==> config.mk <==
export PLATFORM = sky130hd
export DESIGN_NAME = xor_sprite_framebuffer_core
export DESIGN_NICKNAME = d
export VERILOG_FILES = /design/src/sv/xsfb_pkg.sv /design/src/sv/xsfb_ctrl.sv /design/src/sv/xsfb_datapath.sv /design/src/sv/xor_sprite_framebuffer_core.sv
export SDC_FILE = /design/constraint.sdc
export NUM_CORES = 2
export LEC_CHECK = 0
export BUFFER_PORTS_ARGS = -buffer_cell sky130_fd_sc_hd__buf_4
export CAP_MARGIN = 20
export CORE_MARGIN = 8
export CORE_UTILIZATION = 58
export DETAILED_ROUTE_END_ITERATION = 6
export PLACE_DENSITY = 0.8
export SLEW_MARGIN = 20
export SYNTH_ARGS = -nofsm -noshare
export SYNTH_HDL_FRONTEND = slang
export SYNTH_SLANG_ARGS = --single-unit
==> constraint.sdc <==
create_clock -name aclk -period 6.41 [get_ports aclk]
set_clock_uncertainty 0.1 [all_clocks]
set_input_delay 1.282 -clock aclk [delete_from_list [all_inputs] [get_ports aclk]]
set_output_delay 1.282 -clock aclk [all_outputs]
set_load 0.05 [all_outputs]
==> src/sv/xsfb_pkg.sv <==
// ----------------------------------------------------------------------------
// xsfb_pkg - shared definitions for the XOR sprite framebuffer
// Screen geometry, command codes, modulo tables and controller/datapath
// command struct.
// ----------------------------------------------------------------------------
`default_nettype none

package xsfb_pkg;

    // Screen geometry
    localparam int SCREEN_WIDTH  = 64;
    localparam int SCREEN_HEIGHT = 32;
    localparam int COL_W         = $clog2(SCREEN_WIDTH);
    localparam int LINE_W        = $clog2(SCREEN_HEIGHT);

    // Stream widths
    localparam int S_TDATA_W = 32;
    localparam int M_TDATA_W = 16;

    // Command codes
    localparam logic [1:0] CMD_CLEAR = 2'd0;
    localparam logic [1:0] CMD_DRAW  = 2'd1;
    localparam logic [1:0] CMD_READ  = 2'd2;

    // Modulo lookup tables for 8-bit coordinates
    typedef logic [COL_W-1:0]  col_tab_t  [256];
    typedef logic [LINE_W-1:0] line_tab_t [256];

    function automatic col_tab_t build_col_tab();
        col_tab_t t;
        int       c;
        c = 0;
        for (int i = 0; i < 256; i++) begin
            t[i] = COL_W'(c);
            c = c + 1;
            if (c == SCREEN_WIDTH) c = 0;
        end
        return t;
    endfunction

    function automatic line_tab_t build_line_tab();
        line_tab_t t;
        int        c;
        c = 0;
        for (int i = 0; i < 256; i++) begin
            t[i] = LINE_W'(c);
            c = c + 1;
            if (c == SCREEN_HEIGHT) c = 0;
        end
        return t;
    endfunction

    localparam col_tab_t  COL_MOD_TAB  = build_col_tab();
    localparam line_tab_t LINE_MOD_TAB = build_line_tab();

    // Controller to datapath commands
    typedef struct packed {
        logic load;   // item accepted: latch fields, read line
        logic exec;   // modify, write back, load result
    } xsfb_ctrl_t;

endpackage

`default_nettype wire

==> src/sv/xsfb_ctrl.sv <==
// ----------------------------------------------------------------------------
// xsfb_ctrl - controller for the XOR sprite framebuffer
// Two-state sequencer (accept, execute) and result valid tracking.
// ----------------------------------------------------------------------------
`default_nettype none

module xsfb_ctrl (
    input  wire logic              aclk,
    input  wire logic              aresetn,
    input  wire logic              s_tvalid,
    output logic                   s_tready,
    output logic                   m_tvalid,
    input  wire logic              m_tready,
    output xsfb_pkg::xsfb_ctrl_t   ctrl
);

    localparam logic ST_IDLE = 1'b0;
    localparam logic ST_EXEC = 1'b1;

    logic state_reg, state_next;
    logic m_valid_reg, m_valid_next;

    // Take an item only when idle and the result slot is empty or frees up this cycle
    assign s_tready  = (state_reg == ST_IDLE) && (!m_valid_reg || m_tready);
    assign ctrl.load = s_tvalid && s_tready;
    assign ctrl.exec = (state_reg == ST_EXEC);
    assign m_tvalid  = m_valid_reg;

    // Next state
    always_comb begin
        state_next = state_reg;
        unique case (state_reg)
            ST_IDLE: if (ctrl.load) state_next = ST_EXEC;
            ST_EXEC: state_next = ST_IDLE;
            default: state_next = ST_IDLE;
        endcase
    end

    // Result valid
    always_comb begin
        m_valid_next = m_valid_reg;
        if (m_valid_reg && m_tready) m_valid_next = 1'b0;
        if (ctrl.exec) m_valid_next = 1'b1;
    end

    always_ff @(posedge aclk) begin
        if (!aresetn) begin
            state_reg   <= ST_IDLE;
            m_valid_reg <= 1'b0;
        end else begin
            state_reg   <= state_next;
            m_valid_reg <= m_valid_next;
        end
    end

endmodule

`default_nettype wire

==> src/sv/xsfb_datapath.sv <==
// ----------------------------------------------------------------------------
// xsfb_datapath - line memory and XOR/read logic
// One memory word per screen line, a valid bit per line for fast clear,
// sprite mask rotation, collision detect and result registers.
// ----------------------------------------------------------------------------
`default_nettype none

module xsfb_datapath (
    input  wire logic              aclk,
    input  wire logic              aresetn,
    input  wire xsfb_pkg::xsfb_ctrl_t ctrl,
    input  wire logic [1:0]        cmd,
    input  wire logic [7:0]        x_pos,
    input  wire logic [7:0]        y_pos,
    input  wire logic [3:0]        row_offset,
    input  wire logic [7:0]        row_bits,
    input  wire logic              last_row,
    output logic                   collision,
    output logic [7:0]             read_bits,
    output logic                   sprite_done
);

    localparam int W  = xsfb_pkg::SCREEN_WIDTH;
    localparam int H  = xsfb_pkg::SCREEN_HEIGHT;
    localparam int CW = xsfb_pkg::COL_W;
    localparam int LW = xsfb_pkg::LINE_W;

    // Line memory and per-line valid bits
    logic [W-1:0]  frame_mem [H];
    logic [H-1:0]  row_valid_reg;

    // Latched item
    logic [1:0]    cmd_reg;
    logic [CW-1:0] col_reg;
    logic [LW-1:0] line_reg;
    logic          rowz_reg;
    logic [7:0]    bits_reg;
    logic          last_reg;
    logic [W-1:0]  rdata_reg;
    logic          rvalid_reg;
    logic          coll_acc_reg, coll_acc_next;

    // Result registers
    logic          collision_reg;
    logic [7:0]    read_bits_reg;
    logic          sprite_done_reg;

    // Address generation: wrapped line for draw, y line for read
    logic [LW-1:0] y_mod, r_mod, draw_line, addr;
    logic [LW:0]   line_sum;

    always_comb begin
        y_mod     = xsfb_pkg::LINE_MOD_TAB[y_pos];
        r_mod     = xsfb_pkg::LINE_MOD_TAB[{4'b0000, row_offset}];
        line_sum  = {1'b0, y_mod} + {1'b0, r_mod};
        if (line_sum >= (LW+1)'(H)) begin
            line_sum = line_sum - (LW+1)'(H);
        end
        draw_line = line_sum[LW-1:0];
        addr      = (cmd == xsfb_pkg::CMD_DRAW) ? draw_line : y_mod;
    end

    // Sprite mask, collision and read extraction
    logic [W-1:0]  line_word, mask, new_line;
    logic [7:0]    rev_bits, ext_bits, rd_bits;
    logic [W+7:0]  wide, ext;
    logic          hit;

    always_comb begin
        line_word = rvalid_reg ? rdata_reg : '0;
        for (int k = 0; k < 8; k++) begin
            rev_bits[k] = bits_reg[7-k];
        end
        wide     = {{W{1'b0}}, rev_bits} << col_reg;
        mask     = wide[W-1:0] | W'(wide[W+7:W]);
        hit      = |(mask & line_word);
        new_line = line_word ^ mask;
        ext      = {line_word[7:0], line_word} >> col_reg;
        ext_bits = ext[7:0];
        for (int k = 0; k < 8; k++) begin
            rd_bits[7-k] = ext_bits[k];
        end
    end

    // Running collision flag
    always_comb begin
        coll_acc_next = coll_acc_reg;
        if (cmd_reg == xsfb_pkg::CMD_DRAW) begin
            coll_acc_next = (rowz_reg ? 1'b0 : coll_acc_reg) | hit;
        end
    end

    // Item latch and memory read
    always_ff @(posedge aclk) begin
        if (ctrl.load) begin
            cmd_reg    <= cmd;
            col_reg    <= xsfb_pkg::COL_MOD_TAB[x_pos];
            line_reg   <= addr;
            rowz_reg   <= (row_offset == 4'd0);
            bits_reg   <= row_bits;
            last_reg   <= last_row;
            rdata_reg  <= frame_mem[addr];
            rvalid_reg <= row_valid_reg[addr];
        end
    end

    // Memory write-back
    always_ff @(posedge aclk) begin
        if (ctrl.exec && cmd_reg == xsfb_pkg::CMD_DRAW) begin
            frame_mem[line_reg] <= new_line;
        end
    end

    // Valid bits and collision flag
    always_ff @(posedge aclk) begin
        if (!aresetn) begin
            row_valid_reg <= '0;
            coll_acc_reg  <= 1'b0;
        end else if (ctrl.exec) begin
            coll_acc_reg <= coll_acc_next;
            if (cmd_reg == xsfb_pkg::CMD_CLEAR) begin
                row_valid_reg <= '0;
            end else if (cmd_reg == xsfb_pkg::CMD_DRAW) begin
                row_valid_reg[line_reg] <= 1'b1;
            end
        end
    end

    // Result payload
    always_ff @(posedge aclk) begin
        if (ctrl.exec) begin
            collision_reg   <= coll_acc_next;
            read_bits_reg   <= (cmd_reg == xsfb_pkg::CMD_READ) ? rd_bits : 8'h00;
            sprite_done_reg <= (cmd_reg == xsfb_pkg::CMD_DRAW) ? last_reg : 1'b0;
        end
    end

    assign collision   = collision_reg;
    assign read_bits   = read_bits_reg;
    assign sprite_done = sprite_done_reg;

endmodule

`default_nettype wire

==> src/sv/xor_sprite_framebuffer_core.sv <==
// ----------------------------------------------------------------------------
// xor_sprite_framebuffer_core - one-bit XOR sprite framebuffer
// Clear, draw one sprite row with collision detect, or read eight pixels.
//
//   Channel  Dir  Payload                                   Handshake
//   s_*      in   tuser cmd; tlast last_row; tdata fields    tvalid/tready
//   m_*      out  tlast sprite_done; tdata collision, bits   tvalid/tready
//
// Each item is accepted with its line read, then modified and written back
// through the single line-memory port before the next is taken. Clear takes
// the same path (per-line valid bits are dropped at once).
// Reset leaves the screen cleared and the collision flag low; no clear pass.
// A stalled result holds in the output register; the next item is taken in
// the cycle that result leaves.
// ----------------------------------------------------------------------------
`default_nettype none

module xor_sprite_framebuffer_core (
    input  wire logic                            aclk,
    input  wire logic                            aresetn,
    input  wire logic                            s_tvalid,
    output logic                                 s_tready,
    // [7:0] x_pos, [15:8] y_pos, [19:16] row_offset, [27:20] row_bits
    input  wire logic [xsfb_pkg::S_TDATA_W-1:0]  s_tdata,
    input  wire logic                            s_tlast,
    // [1:0] cmd
    input  wire logic [1:0]                      s_tuser,
    output logic                                 m_tvalid,
    input  wire logic                            m_tready,
    // [0] collision, [8:1] read_bits
    output logic [xsfb_pkg::M_TDATA_W-1:0]       m_tdata,
    output logic                                 m_tlast
);

    xsfb_pkg::xsfb_ctrl_t ctrl;
    logic                 collision;
    logic [7:0]           read_bits;

    xsfb_ctrl u_ctrl (
        .aclk     (aclk),
        .aresetn  (aresetn),
        .s_tvalid (s_tvalid),
        .s_tready (s_tready),
        .m_tvalid (m_tvalid),
        .m_tready (m_tready),
        .ctrl     (ctrl)
    );

    xsfb_datapath u_dp (
        .aclk        (aclk),
        .aresetn     (aresetn),
        .ctrl        (ctrl),
        .cmd         (s_tuser),
        .x_pos       (s_tdata[7:0]),
        .y_pos       (s_tdata[15:8]),
        .row_offset  (s_tdata[19:16]),
        .row_bits    (s_tdata[27:20]),
        .last_row    (s_tlast),
        .collision   (collision),
        .read_bits   (read_bits),
        .sprite_done (m_tlast)
    );

    // Pack result
    assign m_tdata = {(xsfb_pkg::M_TDATA_W-9)'(0), read_bits, collision};

endmodule

`default_nettype wire

### Word level (Yosys, flattened, before mapping)

Memory sizes are Yosys's and may differ from the RTL's. A register that Yosys moved wholly into a read port is not among the register bits.
Cells that the tools add are included.

| word-level totals | value |
|---|---|
| register bits | 63 |
| bits in writable memories | 2,048 |
| memory bits (read-only) | 4,096 |
| input bits | 39 |
| output and inout port bits | 19 |
| memories kept | 4 |

| operators by class | value |
|---|---|
| $add $sub $neg | 2 |
| order comparisons | 6 |
| eq/ne operators | 3 |
| shifts and indexed selects | 2 |
| multiplexer cells | 21 |
| bitwise logic cells | 9 |
| reduce and logical (&&, ||, !) cells | 13 |

Memories:

| memory | depth | bits a word | rd ports | clocked after Yosys merged registers in | wr ports | RTL line | RTL |
|---|---|---|---|---|---|---|---|
| u_dp.frame_mem | 32 | 64 | 1 | 1 | 1 | xsfb_datapath.sv:29 | `logic [W-1:0] frame_mem [H];` |
| (no name shown) | 256 | 6 | 1 | 1 | 0 | xsfb_datapath.sv:97 | `col_reg <= xsfb_pkg::COL_MOD_TAB[x_pos];` |
| (no name shown) | 256 | 5 | 1 | 0 | 0 | xsfb_datapath.sv:53 | `y_mod = xsfb_pkg::LINE_MOD_TAB[y_pos];` |
| (no name shown) | 256 | 5 | 1 | 0 | 0 | xsfb_datapath.sv:54 | `r_mod = xsfb_pkg::LINE_MOD_TAB[{4'b0000, row_offset}];` |

Operators with widths:

| kind | number |
|---|---|
| << shifter 8 x 6 -> 72 bit | 1 |
| right shift 72 x 6 -> 8 bit | 1 |
| AND 64 bit | 1 |
| two-way mux 32 bit | 2 |
| two-way mux 64 bit | 1 |
| OR 64 x 8 -> 64 bit | 1 |
| OR reduction 64 bit | 1 |
| bitwise XOR 64 bit | 1 |
| OR 32 bit | 1 |
| two-way mux 5 bit | 6 |
| >= comparator 9 bit, second input constant | 2 |
| NOT 8 -> 9 bit | 2 |
| less-than comparator 5 x 6 -> 1 bit, second input constant | 2 |
| two-way mux 1 bit | 9 |
| NOT 4 -> 9 bit | 1 |
| adder 5 x 5 -> 6 bit | 1 |
| >= comparator 6 bit, second input constant | 1 |
| binary-select mux 1 bit (select 5 bit) | 1 |
| demux 1 bit (select 5 bit) | 1 |
| >= comparator 5 x 1 -> 1 bit, second input constant | 1 |
| logical AND 1 bit | 5 |
| subtractor 5 x 1 -> 5 bit, second input constant | 1 |
| == test 2 x 1 -> 1 bit, second input constant | 2 |
| zero test 4 bit | 1 |
| 9 further kinds | 10 |

### Logic depth before layout (Yosys ltp)

| logic depth | value |
|---|---|
| depth in word-level cells | 10 |
| depth in mapped cells | 16 |

### Cells and area by module

Synthesis repeated with hierarchy kept, for this count alone.

| unflattened totals | value |
|---|---|
| cells, all modules | 6,535 |
| area, all modules | 89,458.3 um^2 |

Modules (own cells, without submodules):

| module | times used | cells each | area an instance (um^2) |
|---|---|---|---|
| xsfb_datapath | 1 | 6,518 | 89,298.1 |
| xsfb_ctrl | 1 | 8 | 96.3 |
| xor_sprite_framebuffer_core | 1 | 9 | 63.8 |

### Worst setup path before layout

OpenSTA, ideal clock, no wires.

| timing path | value |
|---|---|
| path type | input to register |
| start | in m_tready |
| end | reg u_dp.bits_reg[0] (enable) |
| library setup time | 0.456 ns |
| data arrival time | 4.353 ns |
| path slack | 1.501 ns |
| stages | 3 |
| buffers on the path | 0 |
| cells stage by stage | inv_1 > a21oi_1 > and2_1 |

RTL lines:

| element | RTL line | RTL |
|---|---|---|
| start, declared | xor_sprite_framebuffer_core.sv:29 | `input wire logic m_tready,` |
| end signal, assigned | xsfb_datapath.sv:100 | `bits_reg <= row_bits;` |
| end, declared | xsfb_datapath.sv:37 | `logic [7:0] bits_reg;` |

### Worst setup path in the final report

| timing path | value |
|---|---|
| start | reg u_dp.col_reg[0] |
| end | reg u_dp.coll_acc_reg |

| between the ends | value |
|---|---|
| word-level cells in the longest chain between the ends | 6 |

Ends and longest elaborated chain:

| element | RTL line | RTL |
|---|---|---|
| start, declared | xsfb_datapath.sv:34 | `logic [CW-1:0] col_reg;` |
| << shifter 8 x 6 -> 72 bit | xsfb_datapath.sv:74 | `wide = {{W{1'b0}}, rev_bits} << col_reg;` |
| OR 64 x 8 -> 64 bit | xsfb_datapath.sv:75 | `mask = wide[W-1:0] \| W'(wide[W+7:W]);` |
| AND 64 bit | xsfb_datapath.sv:76 | `hit = \|(mask & line_word);` |
| OR reduction 64 bit | xsfb_datapath.sv:76 |  |
| OR 1 bit | xsfb_datapath.sv:89 | `coll_acc_next = (rowz_reg ? 1'b0 : coll_acc_reg) \| hit;` |
| two-way mux 1 bit | xsfb_datapath.sv:88 | `if (cmd_reg == xsfb_pkg::CMD_DRAW) begin` |
| net u_dp.coll_acc_next | xsfb_datapath.sv:41 | `logic coll_acc_reg, coll_acc_next;` |
| end signal, assigned | xsfb_datapath.sv:120 | `coll_acc_reg <= coll_acc_next;` |
| end, declared | xsfb_datapath.sv:41 |  |

The timed path passes the listed nets, and every way through them passes these cells.
A chain may end at the register's enable or synchronous reset.

==> impl_metrics.py <==
metrics = {
    "logic_synthesis": {
        "synthCells": 6658,
        "synth_top_cell_by_area": "edfxtp_1",
        "yosysUniqueCellTypes": 66,
        "seq_area_frac_synth": 0.729,
        "synth-async-reset-ratio": 0,
        "ys_warn_count": 0,
        "synth-seq-cells": 2181,
        "syn_area_per_cell_sq_um": 13.4,
        "yosys.cell_count.top_type": "edfxtp_1",
        "synth_commonest_cells": "edfxtp_1, nand2_1, nand3_1",
        "synth_top_area_share": 0.721,
        "synthFlopType": "edfxtp_1",
        "synth_edf_count": 2146,
        "syn_area_sq_um": 89300,
        "synth_area_leaders": "edfxtp_1, nand2_1, nand3_1",
    },
    "cts": {
        "clock-sinks": 2181,
        "htreeDepth": 4,
        "cts_setup_buffers": 0,
        "root_buffer": "clkbuf_16",
        "cts_resized": 0,
        "numCtsBuffers": 204,
        "clk_pin_slew_worst_paths_ns": 0.06,
        "clockBufferDepth": 3,
        "clk_latency_ns": 0.85,
        "cts_hold_buf": 0,
        "cts_tree": "yes",
    },
    "critical_path": {
        "reg2reg_depth": 11,
        "r2r_setup_slack_ns": 1.05,
        "arrival_ns": 5.97,
        "reg2reg_to": "u_dp.coll_acc_reg",
        "critPathSlowestCell": "buf_4",
        "rr_startpoint": "u_dp.col_reg[0]",
        "path_class": "reg -> reg",
        "slowest_delay_ns": 0.76,
        "end_kind": "flip-flop",
        "crit_chain": "buf_4 > mux2_2 > a21oi_1 > mux2_2 > nor2_1 > ha_1 > nor4_1 > nand4_1 > nor4_1 > o21ai_0 > o211a_1",
        "path_max_fanout": 63,
        "start_kind": "flip-flop",
        "critPathRequiredTime_ns": 7.02,
    },
    "timing": {
        "fin_crit_sh": 0.836,
        "min_period_ns": 5.36,
        "drv_slew": 0,
        "setup_viol": 0,
        "fmax_mhz": 187,
        "finalSetupTns_ns": 0,
        "rsz0062_at_grt": "false",
        "relSlewSlack": 0.203,
        "worst_pin_slew_ns": 1.19,
        "finalHoldViolCount": 0,
        "hold_ws_ns": 0.412,
    },
    "flow_run": {
        "maxCapViolations": 0,
    },
    "global_route": {
        "gr-usage-met3": 0.0727,
        "grt_util_met1": 0.388,
        "grt_max_degree": 136,
        "grt_usage": 0.295,
        "gr-total-overflow": 0,
        "grt_pass1_wl_mm": 369,
        "first_global_vias": 57400,
        "top_usage_layer": "met2",
        "grtUsageMet2": 0.456,
        "antenna_found_initial": 6,
    },
    "pwr": {
        "p_leak_nw": 33.8,
        "vdd_drop_max_uv": 261,
        "total_power_mw": 32.1,
        "power_density_nw_per_um2": 324,
    },
    "die": {
        "core_area_sq_um": 154000,
        "die_w_um": 408,
        "start_util": 0.582,
        "io_pins": 58,
        "die-area_sq_um": 167000,
        "rows": 144,
        "die_h_um": 408,
    },
    "min_path": {
        "worstHoldEndpoint": "u_dp.row_valid_reg[13]",
        "min_from": "u_dp.row_valid_reg[13]",
        "hp-class": "reg -> reg",
        "holdPathStages": 2,
    },
    "finish": {
        "largest_reg_flops": 2048,
        "drive_gt1_frac": 0.0957,
        "final_nets": 6736,
        "area_delta_synth_final_pct": 11.1,
        "fin_area_sq_um": 99200,
    },
    "drt": {
        "vias": 59400,
        "dr.pass1.iters": 7,
        "vias_per_cell": 6.71,
        "drtIter0Drc": 10400,
        "wl_per_cell_um": 28.8,
        "ant_nets": 0,
        "wirelength_mm": 255,
        "remaining_drc_errors": 7,
    },
    "placed_design": {
        "port-buffer-count": 41,
        "gp_congestion": 0.971,
        "dpl_cell_area_sq_um": 92500,
        "hpwl_mm": 134,
    },
    "outcome": {
        "violations": "design-rule violations",
        "status": "finished with violations",
    },
}
## cell families (layout without fill, tap and decap cells)
| kind of cell | after synthesis | in the layout | synth area share |
|---|---|---|---|
| flops | 2181 | 2181 | 0.729 |
| other cells | 1 | 11 | 0.0000420 |
| mux | 291 | 291 | 0.0432 |
| compound gates | 732 | 732 | 0.0528 |
| xor+xnor | 3 | 3 | 0.000294 |
| fa+ha+maj | 69 | 69 | 0.00975 |
| simple gates | 2916 | 2916 | 0.142 |
| buf+inv | 465 | 604 | 0.0228 |
## cells in the final DEF (no fill, tap or decap), types with 9 or more instances in the layout
| cell | n |
|---|---|
| a211oi_1 | 15 |
| a21oi_1 | 283 |
| a31oi_1 | 163 |
| a32oi_1 | 103 |
| and2_1 | 66 |
| and3_1 | 34 |
| buf_12 | 54 |
| buf_4 | 152 |
| bufinv_16 | 18 |
| clkbuf_1 | 51 |
| clkbuf_16 | 207 |
| clkinv_1 | 45 |
| clkinv_2 | 34 |
| clkinvlp_4 | 9 |
| dfxtp_1 | 35 |
| edfxtp_1 | 2146 |
| ha_1 | 63 |
| inv_1 | 10 |
| mux2_2 | 21 |
| mux2i_1 | 194 |
| mux4_2 | 72 |
| nand2_1 | 1737 |
| nand2b_1 | 9 |
| nand3_1 | 772 |
| nand4_1 | 25 |
| nor2_1 | 73 |
| nor2_4 | 36 |
| nor2b_1 | 49 |
| nor4_1 | 69 |
| o21ai_0 | 29 |
| o22ai_1 | 27 |
| o31a_1 | 50 |
| or3_1 | 10 |
## report_power, final
group / switching (mW) / internal (mW)
Clock: 5.31 / 6.71
Combinational: 2.58 / 0.998
Sequential: 0.170 / 16.4
Total: 8.05 / 24.1
## layout make-up
class	instances	area [sq um]
multi-input cells	4018	22500
fillers	10100	54300
clock inverters	122	1250
clock buffers	259	5390
inverters	15	71.3
flip-flops and latches	2181	65100
diodes	4	10.0
repair buffers	208	2260
well taps	2044	2560
## worst max path at each step
stage / slack, ns / from / endpoint
CTS: 1.31 / u_dp.col_reg[0] / u_dp.coll_acc_reg
detailed placement: 1.04 / s_tdata[8] / u_dp.rdata_reg[62]
global placement: 1.14 / s_tdata[8] / u_dp.rdata_reg[62]
floorplan: 1.50 / m_tready / u_dp.bits_reg[0]
finish: 1.05 / u_dp.col_reg[0] / u_dp.coll_acc_reg
global route: 0.89 / u_dp.col_reg[0] / u_dp.coll_acc_reg
## through the flow
step	util	worst slack, ns	instances
after detailed placement	0.603	1.04	8464
after global routing	0.646	0.891	8848
after CTS	0.646	1.31	8845
final	0.646	1.05	8851
after global placement	0.602	1.14	8463
after floorplan	-	1.50	6664
## per-layer routing
metal | wire (um) | part of all wire
met1 | 87900 | 0.34
met2 | 116000 | 0.45
met3 | 35100 | 0.14
met4 | 16200 | 0.064
met5 | 12 | 0.000047
## critical path: cells and delay by family, from the launching register on
kind	cells	cell delay (ns)
and+or+nand+nor	4	1.43
AOI/OAI and AO/OA	3	1.28
muxes	2	0.81
DFF	1	0.53
adders and majority gates	1	0.29
buffers and inverters	1	0.76
(Power assumes the default switching activity.)
